==> src/hw/rtl/tksk_pkg.sv <==
// ----------------------------------------------------------------------------
// tksk_pkg
// Shared types and constants of the top-k similarity keeper.
// ----------------------------------------------------------------------------
`default_nettype none

package tksk_pkg;

    localparam int DEF_MAX_SLOTS = 16;

    localparam int IDX_W  = 20;
    localparam int SIM_W  = 16;
    localparam int RANK_W = 5;
    localparam int SLOT_W = 5;

    localparam int APB_AW = 3;
    localparam int APB_DW = 32;

    localparam logic [0:0] FUNC_OFFER   = 1'b0;
    localparam logic [0:0] FUNC_READOUT = 1'b1;

    localparam logic [0:0] REG_SLOTS = 1'b0;

    localparam logic [SLOT_W-1:0] SLOTS_RST = 5'd16;

    localparam logic [1:0] OP_HOLD   = 2'd0;
    localparam logic [1:0] OP_INSERT = 2'd1;
    localparam logic [1:0] OP_SHIFT  = 2'd2;

    typedef struct packed {
        logic             valid;
        logic [IDX_W-1:0] idx;
        logic [SIM_W-1:0] sim;
    } t_entry;

    typedef struct packed {
        logic [1:0] op;
        t_entry     cand;
    } t_cell_ctl;

endpackage

`default_nettype wire

==> src/hw/rtl/tksk_cfg.sv <==
// ----------------------------------------------------------------------------
// tksk_cfg
// APB register file holding the slots_in_use register.
// ----------------------------------------------------------------------------
`default_nettype none

module tksk_cfg
    import tksk_pkg::*;
(
    input  wire logic              i_clk,
    input  wire logic              i_rst_n,
    input  wire logic              psel,
    input  wire logic              penable,
    input  wire logic              pwrite,
    input  wire logic [APB_AW-1:0] paddr,
    input  wire logic [APB_DW-1:0] pwdata,
    output logic      [APB_DW-1:0] prdata,
    output logic                   pready,
    output logic      [SLOT_W-1:0] o_slots
);

    logic [SLOT_W-1:0] r_slots;
    logic              w_sel_slots;

    assign w_sel_slots = (paddr[APB_AW-1:2] == REG_SLOTS);
    assign pready      = 1'b1;

    always_ff @(posedge i_clk) begin
        if (!i_rst_n) begin
            r_slots <= SLOTS_RST;
        end else if (psel && penable && pwrite && w_sel_slots) begin
            r_slots <= pwdata[SLOT_W-1:0];
        end
    end

    always_comb begin
        prdata = '0;
        if (w_sel_slots) begin
            prdata[SLOT_W-1:0] = r_slots;
        end
    end

    assign o_slots = r_slots;

endmodule

`default_nettype wire

==> config.mk <==
export PLATFORM = sky130hd
export DESIGN_NAME = tksk_cfg
export DESIGN_NICKNAME = d
export VERILOG_FILES = /design/src/hw/rtl/tksk_pkg.sv /design/src/hw/rtl/tksk_cfg.sv
export SDC_FILE = /design/constraint.sdc
export NUM_CORES = 1
export LEC_CHECK = 0
export BUFFER_PORTS_ARGS = -buffer_cell sky130_fd_sc_hd__buf_2
export CAP_MARGIN = 20
export CORE_MARGIN = 5
export CORE_UTILIZATION = 30
export CTS_BUF_LIST = sky130_fd_sc_hd__clkbuf_8
export DETAILED_ROUTE_END_ITERATION = 6
export PLACE_DENSITY = 0.88
export SLEW_MARGIN = 20
export SYNTH_ARGS = -nofsm -noshare
export SYNTH_HDL_FRONTEND = slang
export SYNTH_SLANG_ARGS = --single-unit
==> constraint.sdc <==
create_clock -name i_clk -period 1.9 [get_ports i_clk]
set_input_delay 0.095 -clock i_clk [delete_from_list [all_inputs] [get_ports i_clk]]
set_output_delay 0.095 -clock i_clk [all_outputs]
set_load 0.02 [all_outputs]
== Yosys cells after proc, flatten, opt, wreduce, memory -nomap -nowiden ==
Index checks and enable logic that the tools add are counted.
Widths: inputs -> output; s select.
Word-level totals
  output and inout bits: 38
  register bits after elaboration: 5
  logic and storage cells: 6
Cells by class
  muxes and demuxes: 1
  reductions and logical operators: 3
  bitwise gates (word level): 1
Operators by type and width (count)
  $mux 5: 1
  $logic_and 1x1->1: 3
  $not 1->1: 1

== Depth between registers and ports, before layout ==
  depth in word-level cells: 3
  depth in mapped cells: 3

== Worst setup path after synthesis ==
OpenSTA, ideal clock, no wires.
  kind: flip-flop to output port
  start: register r_slots[4], in the netlist o_slots[4]
  end: output port prdata[4]
  data arrival time: 666 ps
  stages on the path, launching flop included: 2
  buffers on the path: 0
  path slack: 1139 ps
  path through: dfxtp_1 and2b_2
On the way
  word-level cells in the longest chain between the ends: 1
Ends and longest elaborated chain
  start, declared: RTL line tksk_cfg.sv:22  | logic [SLOT_W-1:0] r_slots;
  start signal, assigned: RTL line tksk_cfg.sv:32  | r_slots <= pwdata[SLOT_W-1:0];
  $mux 5: RTL line tksk_cfg.sv:38  | if (w_sel_slots) begin
  end, declared: RTL line tksk_cfg.sv:17  | output logic [APB_DW-1:0] prdata,
Every way passes these cells.

== Worst setup path in the final report ==
  start: register r_slots[0], in the netlist o_slots[0]
  end: output port prdata[0]
Same word-level chain as after synthesis.

==> results.txt <==
status: finished, final reports clean
Avg WL per Cell: 9.564 microns
Power Dens Cells: 747.4 nW/um^2
number of diodes: 0
root buffer cell: clkbuf_8
crit share post-route: 0.5102
CP Class: reg -> out
syn avg cell area: 8.262 sq um
sequential-to-total area share from yosys stat: 0.2089
worst path required time: 1.80 ns
Top-Level Pins: 78
global placer's final weighted congestion: 0.6575
post-synthesis register bit count: 5
Fillers: 172
setup TNS: 0 ns
num rows: 14
arrival time worst endpoint: 0.87 ns
Num CTS Buffers: 3
Hold Path Depth: 3
Resized Gates After CTS: 0
drt pass-1 iters: 2
FF-to-FF path depth: 2
# nets final: 119
gr ovfl total: 0
CTS clk-pin slew, worst paths: 0.04 ns
Yosys warnings: 0
Crit. End Element: output pin
RSZ-0062 raised after global routing: false
Setup Fix Bufs, Post-CTS: 0
setup violators final: 0
first-pass GRT wire length: 1.317 mm
Clock Path Buffers: 2
vias post-DR: 330
Worst path depth: 2
final critical-path required period: 0.9694 ns
Inst Count DP: 90
maximum fanout along the worst path: 3
crit-path cells: and2b_2 -> buf_2
Initial Util: 0.3181
share of cells above drive strength 1: 0.3590
Iteration-0 DRC Markers: 2
CTS tree: yes
HP Class: in -> reg
VDD IR-drop max: 0.2473 mV
Global Route Usage Sum: 0.07283
vias in the first global route: 297
DRT Wirelength: 899 microns
die width: 49.97 microns
number of flip-flops in the largest register: 5
Core Area: 1506 sq um
hpwl dp: 797.3 microns
CP startpoint kind: flip-flop
count of final hold-check violations: 0
DRC: 0
antenna viol nets, final: 0
post-route insts no fill: 94
Area growth, synth to finish: 7.833%
leakage power: 0.3083 nW
Slew Limit Fails: 0
fmax: 1.032 GHz
clk_skew: 0 ns
Max H-tree Level: 1
initial antenna violation count: 0
count of hold buffers inserted by post-cts repair: 0
cell family contributing the most delay on the critical path: flip-flops
CP Buf/Inv Count: 1
largest net degree at the start of global routing: 11
die height: 49.97 microns
Clock Latency Late Sink: 0.22 ns
Crit path largest cell delay: 0.31 ns
Cell Area, Synth: 479.2 sq um
DIE AREA: 2497 sq um
I/O Buffers: 20
CTS sink count: 5
crit path max-delay cell type: dfxtp_1
cells after synthesis: 58
synth unique cells: 10
via-per-instance ratio: 3.511
Hold Slack: 0.1197 ns
max-cap viol count: 0
-- layout by cell type (no fill, tap or decap), drive strengths merged --
cell type  count
and4b          1
clkbuf         3
dfxtp          5
buf           20
nor2b          2
inv            1
nand2          8
conb          28
mux2i          5
and2b          5
-- cell usage after synthesis --
cell type	count	area share
and2b_2	5	0.091
nand2_1	8	0.063
conb_1	2	0.016
and4b_1	1	0.021
buf_1	1	0.0078
mux2i_1	5	0.10
dfxtp_1	5	0.21
buf_4	28	0.44
buf_6	1	0.023
nor2b_1	2	0.026
-- through the flow --
step           worst slack, ns  cell area [sq um]  power [W]    util
5_1_grt                 0.8983              516.7  0.0004059  0.3430
2_1_floorplan            1.139              576.8  0.0002228       -
3_3_place_gp            0.9827              471.7  0.0001925  0.3131
4_1_cts                 0.9235              516.7  0.0003913  0.3430
3_5_place_dp            0.9474              471.7  0.0001937  0.3131
6_report                0.9306              516.7  0.0003862  0.3430
-- power breakdown --
part / leakage [nW] / switching (W) / internal (W)
clock network: 0.0269 / 0.0000544 / 0.000139
logic: 0.241 / 0.0000666 / 0.0000171
registers: 0.0405 / 0.00000149 / 0.000108
total: 0.308 / 0.000122 / 0.000264
-- cells by family after synthesis --
group	count (synthesis)	synth area share
other	2	0.01567
multiplexers	5	0.1044
AND/OR/NAND/NOR	16	0.2010
flip-flops	5	0.2089
buffers and inverters	30	0.4700
-- worst paths after layout --
path	start	endpoint	slack, ns
max	o_slots[0]	prdata[0]	0.93
min	pwdata[2]	o_slots[2]	0.12
max reg2reg	o_slots[4]	o_slots[4]	1.30
min reg2reg	o_slots[2]	o_slots[2]	0.47
-- tightest hold or removal path, stage by stage --
cell	delay [ns]
buf_2	0.09
nand2_1	0.04
mux2i_1	0.05
-- final cells by class --
cell class	instances	area (sq um)	area share
timing repair buffer	20	100.1	0.1937
clock inverter	1	3.754	0.007264
tap	16	20.02	0.03874
sequential	5	100.1	0.1937
clock buffer	3	41.29	0.07990
multi-input combinational	49	251.5	0.4867
-- layer usage --
metal | part of all wire | track usage | routed length (microns) | up-vias
li1 | - | - | - | 161
met1 | 0.29 | 0.06082 | 261 | 139
met2 | 0.48 | 0.1144 | 435 | 28
met3 | 0.20 | 0.04819 | 183 | 2
met4 | 0.021 | 0.06550 | 19 | 0
met5 | 0 | 0 | 0 | -
Note: power is estimated with default switching activity, not from simulation.
