File: src/hw/rtl/tksk_pkg.sv
// ----------------------------------------------------------------------------
// tksk_pkg
// Shared types and constants of the top-k similarity keeper.
// ----------------------------------------------------------------------------
`default_nettype none

package tksk_pkg;

    localparam int DEF_MAX_SLOTS = 16;

    localparam int IDX_W  = 20;
    localparam int SIM_W  = 16;
    localparam int RANK_W = 5;
    localparam int SLOT_W = 5;

    localparam int APB_AW = 3;
    localparam int APB_DW = 32;

    localparam logic [0:0] FUNC_OFFER   = 1'b0;
    localparam logic [0:0] FUNC_READOUT = 1'b1;

    localparam logic [0:0] REG_SLOTS = 1'b0;

    localparam logic [SLOT_W-1:0] SLOTS_RST = 5'd16;

    localparam logic [1:0] OP_HOLD   = 2'd0;
    localparam logic [1:0] OP_INSERT = 2'd1;
    localparam logic [1:0] OP_SHIFT  = 2'd2;

    typedef struct packed {
        logic             valid;
        logic [IDX_W-1:0] idx;
        logic [SIM_W-1:0] sim;
    } t_entry;

    typedef struct packed {
        logic [1:0] op;
        t_entry     cand;
    } t_cell_ctl;

endpackage

`default_nettype wire

File: src/hw/rtl/tksk_cell.sv
// ----------------------------------------------------------------------------
// tksk_cell
// One slot of the sorted chain: insert, hold or shift toward the head.
// ----------------------------------------------------------------------------
`default_nettype none

module tksk_cell
    import tksk_pkg::*;
(
    input  wire logic      i_clk,
    input  wire logic      i_rst_n,
    input  wire t_cell_ctl i_ctl,
    input  wire logic      i_keep,
    input  wire t_entry    i_left,
    input  wire logic      i_left_stay,
    input  wire t_entry    i_right,
    output t_entry         o_ent,
    output logic           o_stay
);

    logic             r_valid;
    logic [IDX_W-1:0] r_idx;
    logic [SIM_W-1:0] r_sim;
    t_entry           n_ent;

    assign o_ent  = '{valid: r_valid, idx: r_idx, sim: r_sim};
    assign o_stay = r_valid && ($signed(r_sim) >= $signed(i_ctl.cand.sim));

    always_comb begin
        n_ent = o_ent;
        case (i_ctl.op)
            OP_INSERT: begin
                if (o_stay) begin
                    n_ent = o_ent;
                end else if (i_left_stay) begin
                    n_ent = i_ctl.cand;
                end else begin
                    n_ent = i_left;
                end
            end
            OP_SHIFT: n_ent = i_right;
            default:  n_ent = o_ent;
        endcase
        n_ent.valid = n_ent.valid && i_keep;
    end

    always_ff @(posedge i_clk) begin
        if (!i_rst_n) begin
            r_valid <= 1'b0;
        end else begin
            r_valid <= n_ent.valid;
        end
    end

    always_ff @(posedge i_clk) begin
        r_idx <= n_ent.idx;
        r_sim <= n_ent.sim;
    end

endmodule

`default_nettype wire

File: config.mk
export PLATFORM = sky130hd
export DESIGN_NAME = tksk_cell
export DESIGN_NICKNAME = d
export VERILOG_FILES = /design/src/hw/rtl/tksk_pkg.sv /design/src/hw/rtl/tksk_cell.sv
export SDC_FILE = /design/constraint.sdc
export NUM_CORES = 1
export LEC_CHECK = 0
export CAP_MARGIN = 10
export CELL_PAD_IN_SITES_DETAIL_PLACEMENT = 0
export CELL_PAD_IN_SITES_GLOBAL_PLACEMENT = 2
export CORE_MARGIN = 4
export CORE_UTILIZATION = 36
export DETAILED_ROUTE_END_ITERATION = 12
export DONT_BUFFER_PORTS = 1
export PLACE_DENSITY = 0.91
export REMOVE_ABC_BUFFERS = 1
export SLEW_MARGIN = 20
export SYNTH_ARGS = -nofsm -noshare
export SYNTH_HDL_FRONTEND = slang
export SYNTH_SLANG_ARGS = --single-unit
File: constraint.sdc
create_clock -name i_clk -period 3.5 [get_ports i_clk]
set_input_delay 0 -clock i_clk [delete_from_list [all_inputs] [get_ports i_clk]]
set_output_delay 0 -clock i_clk [all_outputs]
set_load 0.05 [all_outputs]
# ---- After elaboration in Yosys (flattened, before gate mapping)
# Index checks and enable logic that the tools add are counted.
dict set report totals {
  inputBits 117
  ff_bits 37
}
dict set report classes {
  reduce_logical 4
  eq_ne 3
  magnitude_cmp 1
  n_mux 3
}
# cell n
set op_table {}
lappend op_table {{37-bit 2-to-1 mux} 2}
lappend op_table {{37-bit case mux with 2 select lines} 1}
lappend op_table {{16-bit >= comparator} 1}
lappend op_table {{2-bit by 1-bit == test with 1-bit output, second input constant} 1}
lappend op_table {{2-bit == test, second input constant} 1}
lappend op_table {{1-bit logical AND} 2}
lappend op_table {{2-bit != test, second input constant} 1}
lappend op_table {{2-bit AND reduction} 1}
lappend op_table {{2-bit nonzero test} 1}

# ---- Logic depth before layout (Yosys ltp)
# Gate-level depths: netlist of run 1.
dict set report logic_depth {
  depth_word 5
  ltp_mapped 9
  depth_no_buf 7
}

# ---- Worst setup path after synthesis of run 1
# No wires, ideal clock.
dict set report synth_path {
  kind {reg2reg}
  from {register r_sim[0]}
  to {register r_idx[0], enable pin}
  setup_slack_ns 0.155
  stages_incl_launch_ff 9
  arrival_time_ns 2.949
  synth_period_minus_slack_ns 3.345
  setup_time_ns 0.396
  path_cell_list {edfxtp_1 inv_1 ha_1 nand2b_1 a2111oi_0 nor4_1 nor4_2 buf_2 o22a_1}
}
dict set report synth_between {
  elab_chain_len 4
}
# item line
set synth_rtl {}
lappend synth_rtl {{start, declared} tksk_cell.sv:23} ;# logic [SIM_W-1:0] r_sim;
lappend synth_rtl {{start signal, assigned} tksk_cell.sv:57} ;# r_sim <= n_ent.sim;
lappend synth_rtl {{16-bit >= comparator} tksk_cell.sv:27} ;# assign o_stay = r_valid && ($signed(r_sim) >= $signed(i_ctl.cand.sim));
lappend synth_rtl {{1-bit logical AND} tksk_cell.sv:27}
lappend synth_rtl {{2-bit != test (no line)} --}
lappend synth_rtl {{2-bit AND reduction (no line)} --}
lappend synth_rtl {{end signal, assigned} tksk_cell.sv:56} ;# r_idx <= n_ent.idx;
lappend synth_rtl {{end, declared} tksk_cell.sv:22} ;# logic [IDX_W-1:0] r_idx;
# Every way passes these cells.
# A chain may end at the register's enable or synchronous reset.

# ---- Worst setup path after layout of run 1
dict set report layout_path {
  from {register r_sim[7]}
  to {register r_valid}
}
dict set report layout_between {
  elab_chain_len 5
}
# item line
set layout_rtl {}
lappend layout_rtl {{16-bit >= comparator} tksk_cell.sv:27}
lappend layout_rtl {{1-bit logical AND} tksk_cell.sv:27}
lappend layout_rtl {{37-bit 2-to-1 mux} tksk_cell.sv:33} ;# if (o_stay) begin
lappend layout_rtl {{37-bit case mux with 2 select lines} tksk_cell.sv:31} ;# case (i_ctl.op)
lappend layout_rtl {{1-bit logical AND} tksk_cell.sv:44} ;# n_ent.valid = n_ent.valid && i_keep;
lappend layout_rtl {{end signal, assigned} tksk_cell.sv:51} ;# r_valid <= n_ent.valid;
lappend layout_rtl {{end, declared} tksk_cell.sv:21} ;# logic r_valid;
# Every way passes these cells. The select of a mux whose other input is x is not followed.

==> results of run 1 <==
[registers in the layout, indices dropped and copies added (netlist names)]
signal,cells
r_sim,16
r_idx,20
r_valid,1
[power by group]
| part | switching, uW | internal [uW] | leakage (uW) | total [uW] |
|---|---|---|---|---|
| registers | 117 | 536 | 0.000374 | 653 |
| logic | 167 | 135 | 0.00101 | 302 |
| clock network | 160 | 210 | 0.0000518 | 370 |
[final timing paths]
path / start / slack, ps / to / cells past startpoint
max reg2reg: r_sim[7] / 310 / r_valid / 8
max: r_sim[7] / 310 / r_valid / 8
min reg2reg: r_valid / 1070 / r_sim[8] / 2
min: i_left[24] / 60 / r_idx[8] / 3
[final cells by class]
class / count / area, sq um
fillers: 715 / 3944
multi-input cells: 195 / 1550
flip-flops and latches: 37 / 1101
repair buffers: 52 / 500.5
well taps: 99 / 123.9
inverters: 21 / 78.83
clock buffers: 5 / 68.82
clock inverters: 3 / 41.29
[per-stage QoR]
stage	setup slack [ps]	TNS, ps	util
global route	155.5	0	0.4677
global placement	590.9	0	0.3994
CTS	304.2	0	0.4677
detailed placement	605.9	0	0.4001
finish	308.2	0	0.4677
floorplan	-1191	-48300	-
[Yosys cell counts (all sizes together)]
| library cell | instances | area, sq um |
|---|---|---|
| a2111oi | 1 | 8.760 |
| a21o | 1 | 7.510 |
| a21oi | 4 | 20.02 |
| a221o | 36 | 360.4 |
| a221oi | 1 | 8.760 |
| a31oi | 1 | 6.260 |
| and4 | 1 | 8.760 |
| buf | 10 | 63.81 |
| clkbuf | 10 | 37.54 |
| dfxtp | 1 | 20.02 |
| edfxtp | 36 | 1081 |
| ha | 18 | 225.2 |
| inv | 21 | 78.83 |
| mux2 | 1 | 11.26 |
| mux2i | 36 | 360.4 |
| nand2 | 1 | 3.750 |
| nand2b | 1 | 6.260 |
| nand3 | 2 | 10.01 |
| nand4 | 3 | 18.77 |
| nor2 | 38 | 142.6 |
| nor2b | 38 | 237.7 |
| nor3 | 1 | 5.000 |
| nor4 | 2 | 18.77 |
| o2111ai | 1 | 8.760 |
| o211ai | 3 | 22.52 |
| o21ai | 2 | 10.01 |
| o22a | 1 | 8.760 |
| o32ai | 1 | 8.760 |
| or2 | 1 | 6.260 |
[worst max-delay path: cells and delay by family (launching register included)]
kind | cells | cell delay, ps
AO/OA/AOI/OAI | 2 | 400
adder cells (fa/ha/maj) | 1 | 430
buffers and inverters | 2 | 880
flip-flops | 1 | 620
AND/OR/NAND/NOR | 3 | 800
[cells in the final DEF (no fill, tap or decap), types with 2 or more instances in the layout]
master / synthesis / layout
a21oi_1: 4 / 4
a221o_1: 36 / 36
buf_4: 1 / 12
clkbuf_8: 0 / 5
dlygate4sd3_1: 0 / 39
edfxtp_1: 36 / 36
ha_1: 18 / 18
inv_1: 21 / 21
mux2i_1: 36 / 36
nand3_1: 2 / 2
nand4_1: 3 / 3
nor2_1: 38 / 38
nor2b_1: 38 / 36
nor2b_4: 0 / 2
o211ai_1: 3 / 3
o21ai_0: 2 / 2
[routing by layer]
| layer | vias up | GRT usage |
|---|---|---|
| met2 | 114 | 0.2737 |
| met4 | 0 | 0.05023 |
| met1 | 1053 | 0.1835 |
| met5 | - | 0 |
| li1 | 1105 | - |
| met3 | 9 | 0.04222 |
[cell families after synthesis]
family / count (synthesis) / synth area share
simple gates: 88 / 0.1632
compound gates: 52 / 0.1676
buf+inv: 41 / 0.06420
mux: 37 / 0.1324
flops: 37 / 0.3923
fa+ha+maj: 18 / 0.08025
[repair_timing]
| item | CTS | global route |
|---|---|---|
| hold endpoints to repair | 37 | 0 |
| setup buffers | 0 | 0 |
| hold buffers | 39 | 0 |
| endpoints found under the setup margin | 0 | 0 |
==> results.cfg, run 1 <==
[run_status]
outcome = completed

[sta]
fmaxAchievable_ghz = 0.3133
tightestPinTransition_ps = 865.1
slew_headroom = 0.4221
rsz0062_at_grt = false
post-route-period-util = 0.9119
hold_viol = 0
timing.final.crit_period_ps = 3192
skew_ps = 4.274
timing.hold.ws_ps = 60.73
drv_slew = 0
setup_viol = 0

[route]
post-route-drc-count = 0
num_vias = 2281
drt-initial-drc-count = 72
avgViaCountPerCell = 5.536
drt_pre_antenna_iters = 5
routed_wl_microns = 7555
wl_met1_microns = 2923
dr_wl_met3_microns = 727
wl_per_cell_microns = 18.34
ant_nets = 0
wl_met2_microns = 3777
top_layer_used = met4

[synth]
synth.distinct_cells = 33
synth_area_sq_um = 2806
yosys_warnings = 0
synthCells = 273
synth_seq_cells = 37
avgSynthCellArea_sq_um = 10.28
ys_seq_area_frac = 0.3923

[grt]
grt_pass1_vias = 2251
track_usage = 0.1559
grt-ovfl-total = 0
antenna_found_initial = 0
grt_pass1_wl_microns = 11130
grt_max_degree = 39

[job]
max-cap-violations = 0

[setup_path]
cp_cell_sequence = ha_1 > and4_1 > o21ai_0 > nor4_1 > nor4_4 > buf_4 > o32ai_1 > dlygate4sd3_1
critPathMaxFanout = 38
cpPeakStageDelay_ps = 620
critPathCaptureType = flop
cpMaxStageDelayCell = edfxtp_1
worstPathArrival_ps = 3420
startpoint_type = flop
crit_type = reg -> reg
cp.required_ps = 3730

[clock_network]
htree_levels = 2
clock_latency_ps = 290
cts_tree = built
cts.repair.resized = 0
clockBufferDepth = 2
cts_root_buffer = clkbuf_8
cts_buffers = 5
clkSinkCount = 37
clkSlewWorstSetupHoldPaths_ps = 80

[power_and_ir_drop]
finalPower_uw = 1325
power_density_nw_per_um2 = 382.4
p_leak_uw = 0.001440
ir_drop_v = 0.0001430

[die]
die_w_microns = 96.30
rows = 31
io_pins = 155
core_sq_um = 7408
initial_core_util = 0.3788
die_h_microns = 96.30
dieArea_sq_um = 9273

[place]
numPortBuffers = 0
placed_cell_area_sq_um = 2964
hpwl_microns = 5493
place.gp.congestion = 0.7613
dpl.cell_count = 365

[layout]
antenna_cells = 0
fin_cells = 412
drive_gt1_frac = 0.07987
final_nets = 447
post-route-cell-area_sq_um = 3465
areaGrowthSynthToFinish_pct = 23.45

[worst_hold_path]
hp-class = in -> reg
(Power assumes the default switching activity.)
==> inputs of run 2 (changes only) <==
- PLACE_DENSITY: 0.91 -> 0.84
==> run 2 against run 1 <==
  * Worst hold slack about the same
  * Non-clock buffer count increased by 2
  * Highest routed layer unchanged
  * Combinational power increased by 4%
  * Largest cell class unchanged
  * Final cell count increased by 0.24%
  * Global-route usage increased by 2.2 points
  * Worst setup slack improved by 140 ps
==> results.cfg, run 2 (synthesis results as in run 1) <==
[route]
avgViaCountPerCell = 5.513
ant_nets = 0
drt_pre_antenna_iters = 4
routed_wl_microns = 8325
post-route-drc-count = 0
drt-initial-drc-count = 78
wl_per_cell_microns = 20.16
num_vias = 2277

[sta]
tightestPinTransition_ps = 903.8
hold_viol = 0
post-route-period-util = 0.8716
setup_tns_ps = 0
rsz0062_at_grt = false
setup_viol = 0
timing.final.crit_period_ps = 3051
fin_ws_ps = 449.2
slew_headroom = 0.3962
fmaxAchievable_ghz = 0.3278
skew_ps = 7.655
drv_slew = 0

[power_and_ir_drop]
ir_drop_v = 0.0001317
p_leak_uw = 0.001444
power_density_nw_per_um2 = 361.4

[setup_path]
worstPathArrival_ps = 3290
critPathCaptureType = flop
startpoint_type = flop
cp.required_ps = 3730
crit_type = reg -> reg
critPathMaxFanout = 17

[layout]
final_nets = 449
drive_gt1_frac = 0.07962
final_common_cell = dlygate4sd3_1
fillers = 679
top_regs = r_idx x20, r_sim x16, r_valid x1
layout_common_cells = 39 x dlygate4sd3_1, 38 x nor2_1
areaGrowthSynthToFinish_pct = 23.23
regMostFlops = r_idx
fin_cells = 413
fin_util = 0.4668
antenna_cells = 0
largest_reg_flops = 20

[place]
hpwl_microns = 5800
numPortBuffers = 0
place_ws_ps = 701.2
place.gp.congestion = 0.7077
dpl.cell_count = 367

[die]
initial_core_util = 0.3788
dieArea_sq_um = 9273
core_sq_um = 7408
io_pins = 155
rows = 31
die_h_microns = 96.30
die_w_microns = 96.30

[worst_hold_path]
hp-class = in -> reg

[grt]
grt-ovfl-total = 0
grt_pass1_vias = 2423
grt_pass1_wl_microns = 12390
grt_max_degree = 38
antenna_found_initial = 0
track_usage = 0.1783

[clock_network]
cts.repair.resized = 0
clock_latency_ps = 290
clkSlewWorstSetupHoldPaths_ps = 80
clkSinkCount = 37
htree_levels = 2
clockBufferDepth = 2
cts_hold_buf = 39
postCtsSetupRepairBufs = 0
cts_tree = built
cts_root_buffer = clkbuf_8
cts_buffers = 5

[job]
max-cap-violations = 0

[run_status]
outcome = completed
## run 2: changes by cell type in the layout (fill, tap and decap cells not counted)
cell | previous run | this run
buf_12 | 1 | 2
buf_4 | 12 | 13
bufinv_16 | 1 | 0
clkbuf_1 | 0 | 1
clkinvlp_4 | 1 | 0
## run 2: power breakdown
part | switching (uW) | leakage (uW) | internal [uW]
logic | 173 | 0.00103 | 140
registers | 114 | 0.000374 | 537
clock network | 152 | 0.0000387 | 135
## run 2: per-stage QoR
stage	hold WS, ps	total power [uW]	cell area, sq um
after floorplan	172.8	851.5	2705
after global placement	182.4	933.6	2987
after detailed placement	219.1	940.0	2992
after CTS	48.30	1265	3458
after global routing	74.82	1318	3458
final	60.79	1250	3458
## run 2: final timing paths
kind	cells after the start	start	slack, ps	endpoint
max	8	r_sim[7]	450	r_valid
min	3	i_left[31]	60	r_idx[15]
max reg2reg	8	r_sim[7]	450	r_valid
min reg2reg	3	r_valid	1200	r_sim[9]
## run 2: worst max-delay path: stages (launching register included)
cell           delay (ps)
edfxtp_1              630
ha_1                  450
and4_1                200
o21ai_0                80
nor4_1                480
nor4_4                 80
buf_4                 220
o32ai_1               280
dlygate4sd3_1         580
## run 2: cell type report
cell class                      instances  area [sq um]  area share
Clock buffer                            6         72.57     0.02098
Clock inverter                          1         3.754    0.001085
Inverter                               21         78.83     0.02279
Multi-Input combinational cell        195          1550      0.4483
Sequential cell                        37          1101      0.3184
Tap cell                               99         123.9     0.03582
Timing Repair Buffer                   54         528.0      0.1527
## run 2: routing by layer
metal,GRT usage,vias up,share of wire
li1,-,1109,-
met3,0.06724,4,0.089
met2,0.3197,96,0.53
met5,0,-,0
met1,0.1974,1068,0.37
met4,0.04556,0,0.0072
==> inputs of run 3 (changes only) <==
- ABC_AREA: not set -> 1
- CORE_UTILIZATION: 36 -> 34
==> run 3 against run 2 <==
  * Clock power up 28%
  * Global-route usage down 2.3 points
  * Sequential cell count unchanged
==> results.cfg, run 3 <==
[run_status]
outcome = completed

[sta]
setup_tns_ps = 0
skew_ps = 8.686
timing.final.crit_period_ps = 3030
fin_ws_ps = 470.1
hold_viol = 0
drv_slew = 0
slew_headroom = 0.3988
setup_viol = 0
tightestPinTransition_ps = 901.8
rsz0062_at_grt = false
post-route-period-util = 0.8657
fmaxAchievable_ghz = 0.3300

[synth]
synth_area_leaders = edfxtp_1 40%, mux2_2 9.1%, a21oi_1 9.0%
ys_seq_area_frac = 0.4027
synth-edff-count = 36
synth.distinct_cells = 24
yosys_warnings = 0
async_flop_share = 0
synthXorXnorAreaFrac = 0
synth_common_cells = 57 x nand2_1, 49 x a21oi_1, 36 x edfxtp_1
synthSimpleGateAreaFrac = 0.2073
synthAdderAreaFrac = 0.08238
synthMuxAreaShare = 0.09428
synth_top_area_cell = edfxtp_1
synth_area_sq_um = 2734
synth_top_family_by_area = simple AND/OR/NAND/NOR gates
synth-main-ff-cell = edfxtp_1
synth_top_area_frac = 0.3954
avgSynthCellArea_sq_um = 8.819
synthCells = 310
synth-compound-area-share = 0.1291
synth_seq_cells = 37
yosysMostFrequentCell = nand2_1

[die]
die_h_microns = 97.67
io_pins = 155
initial_core_util = 0.3520
die_w_microns = 97.67
rows = 32
dieArea_sq_um = 9539
core_sq_um = 7767

[clock_network]
cts_root_buffer = clkbuf_8
cts_buffers = 5
clock_latency_ps = 290
postCtsSetupRepairBufs = 0
clockBufferDepth = 2
htree_levels = 2
cts_tree = built
clkSinkCount = 37
clkSlewWorstSetupHoldPaths_ps = 80

[route]
ant_nets = 0
drt_pre_antenna_iters = 4
routed_wl_microns = 7474
avgViaCountPerCell = 5.128
wl_per_cell_microns = 16.50
post-route-drc-count = 0
num_vias = 2323
drt-initial-drc-count = 65

[grt]
busiest_layer = met2
grt_util_met3 = 0.06174
antenna_found_initial = 0
track_usage = 0.1557
grt_pass1_vias = 2378
grt-ovfl-total = 0
gr-usage-met1 = 0.1765
grt_max_degree = 53
grt_pass1_wl_microns = 12100
grt_use_met2 = 0.2757

[setup_path]
cp_top_family = buffers and inverters
crit_type = reg -> reg
r2r-end = r_valid
cpMaxStageDelayCell = edfxtp_1
cp.required_ps = 3670
crit_top_cell = nand2_1
rr_worst_depth = 13
critPathCaptureType = flop
startpoint_type = flop
cp_cell_sequence = ha_1 > nand3_1 > nand2_1 > a21oi_1 > nand2_1 > nand2_1 > nand3_2 > nand2_2 > buf_4 > nand2_1 > nand2_1 > a21oi_1 > dlygate4sd3_1
worstPathArrival_ps = 3200
critPathMaxFanout = 38
reg2reg_from = r_sim[10]
path_buf_inv = 2
cpPeakStageDelay_ps = 620
rrSetupSlack_ps = 470

[layout]
final_common_cell = nand2_1
antenna_cells = 0
regMostFlops = r_idx
largest_reg_flops = 20
top_regs = r_idx x20, r_sim x16, r_valid x1
areaGrowthSynthToFinish_pct = 23.25
seq_area_sq_um = 1101
fillers = 781
multi_input_area_sq_um = 1408
layout_common_cells = 57 x nand2_1, 49 x a21oi_1, 39 x dlygate4sd3_1, 36 x edfxtp_1, 28 x nand3_1
drive_gt1_frac = 0.2080
final_nets = 485

[power_and_ir_drop]
seqPwrFrac = 0.480
finalPower_uw = 1262
power_density_nw_per_um2 = 374.7
swShare = 0.3225
p_leak_uw = 0.001362
ir_drop_v = 0.0001739
p_comb_frac = 0.229
p_int_uw = 855.4
p_switching_uw = 407.1
clockPowerShare = 0.291

[worst_hold_path]
min_path_cells = 3
whs_endpoint = r_sim[2]
hp-class = in -> reg
min_from = i_left_stay

[place]
hpwl_microns = 5081
place.gp.congestion = 0.7251
numPortBuffers = 0
place_ws_ps = 602.8

[job]
max-cap-violations = 0
[run 3: cell types whose count changed in the layout (fill, tap and decap cells not counted), sizes merged, moves of 35 or more]
cell   previous run  this run
nand2             1        59
mux2i            36         1
a21oi             4        59
nor2b            38         0
a221o            36         0
nand3             2        40
[run 3: layout make-up]
class / count / area share
clock buffer: 5 / 0.02042
tap: 102 / 0.03788
inverter: 28 / 0.03119
clock inverter: 3 / 0.01225
multi-input combinational: 222 / 0.4177
timing repair buffer: 56 / 0.1537
sequential: 37 / 0.3268
[run 3: how the worst max path moves through the flow]
| stage | to | slack [ps] | cells after the start | start |
|---|---|---|---|---|
| 4_1_cts | r_valid | 440 | 13 | r_sim[10] |
| 3_5_place_dp | r_idx[6] | 600 | 9 | r_sim[10] |
| 6_report | r_valid | 470 | 13 | r_sim[10] |
| 5_1_grt | r_valid | 220 | 13 | r_sim[10] |
| 3_3_place_gp | r_idx[2] | 700 | 9 | r_sim[10] |
| 2_1_floorplan | r_idx[0] | 430 | 9 | r_sim[15] |
[run 3: tightest hold or removal path, cell delays in order]
cell	delay, ps
a21oi_1	40
nand3_1	70
a21oi_1	60
[run 3: power by group through the flow]
stage | sequential [uW] | clock [uW] | combinational (uW)
floorplan | 650 | 0 | 156
global placement | 616 | 0 | 255
detailed placement | 616 | 0 | 259
CTS | 607 | 385 | 294
global route | 610 | 401 | 322
finish | 606 | 367 | 289
[run 3: timing repair]
item                                   4_1_cts  5_1_grt
hold buffers                                39        0
gates resized for setup                      0        0
endpoints found under the hold margin       37        0
[run 3: per-layer routing]
metal  vias up  wire length, microns
li1       1142                     -
met1      1078                  2864
met2        97                  3873
met3         6                   675
met4         0                    60
met5         -                     0
[run 3: kinds of logic (layout without fill, tap and decap cells)]
logic type,after synthesis,after routing
AND/OR/NAND/NOR,119,119
multiplexers,23,23
adder cells (fa/ha/maj),18,18
AO/OA/AOI/OAI,62,62
buffers and inverters,51,92
flip-flops,37,37
[run 3: stage by stage]
| stage | util | hold slack, ps | area (sq um) | cells |
|---|---|---|---|---|
| floorplan | - | 149.4 | 2609 | 287 |
| global placement | 0.3694 | 172.0 | 2869 | 406 |
| detailed placement | 0.3694 | 166.0 | 2869 | 406 |
| CTS | 0.4338 | 35.54 | 3369 | 453 |
| global route | 0.4338 | 55.38 | 3369 | 453 |
| finish | 0.4338 | 50.60 | 3369 | 453 |
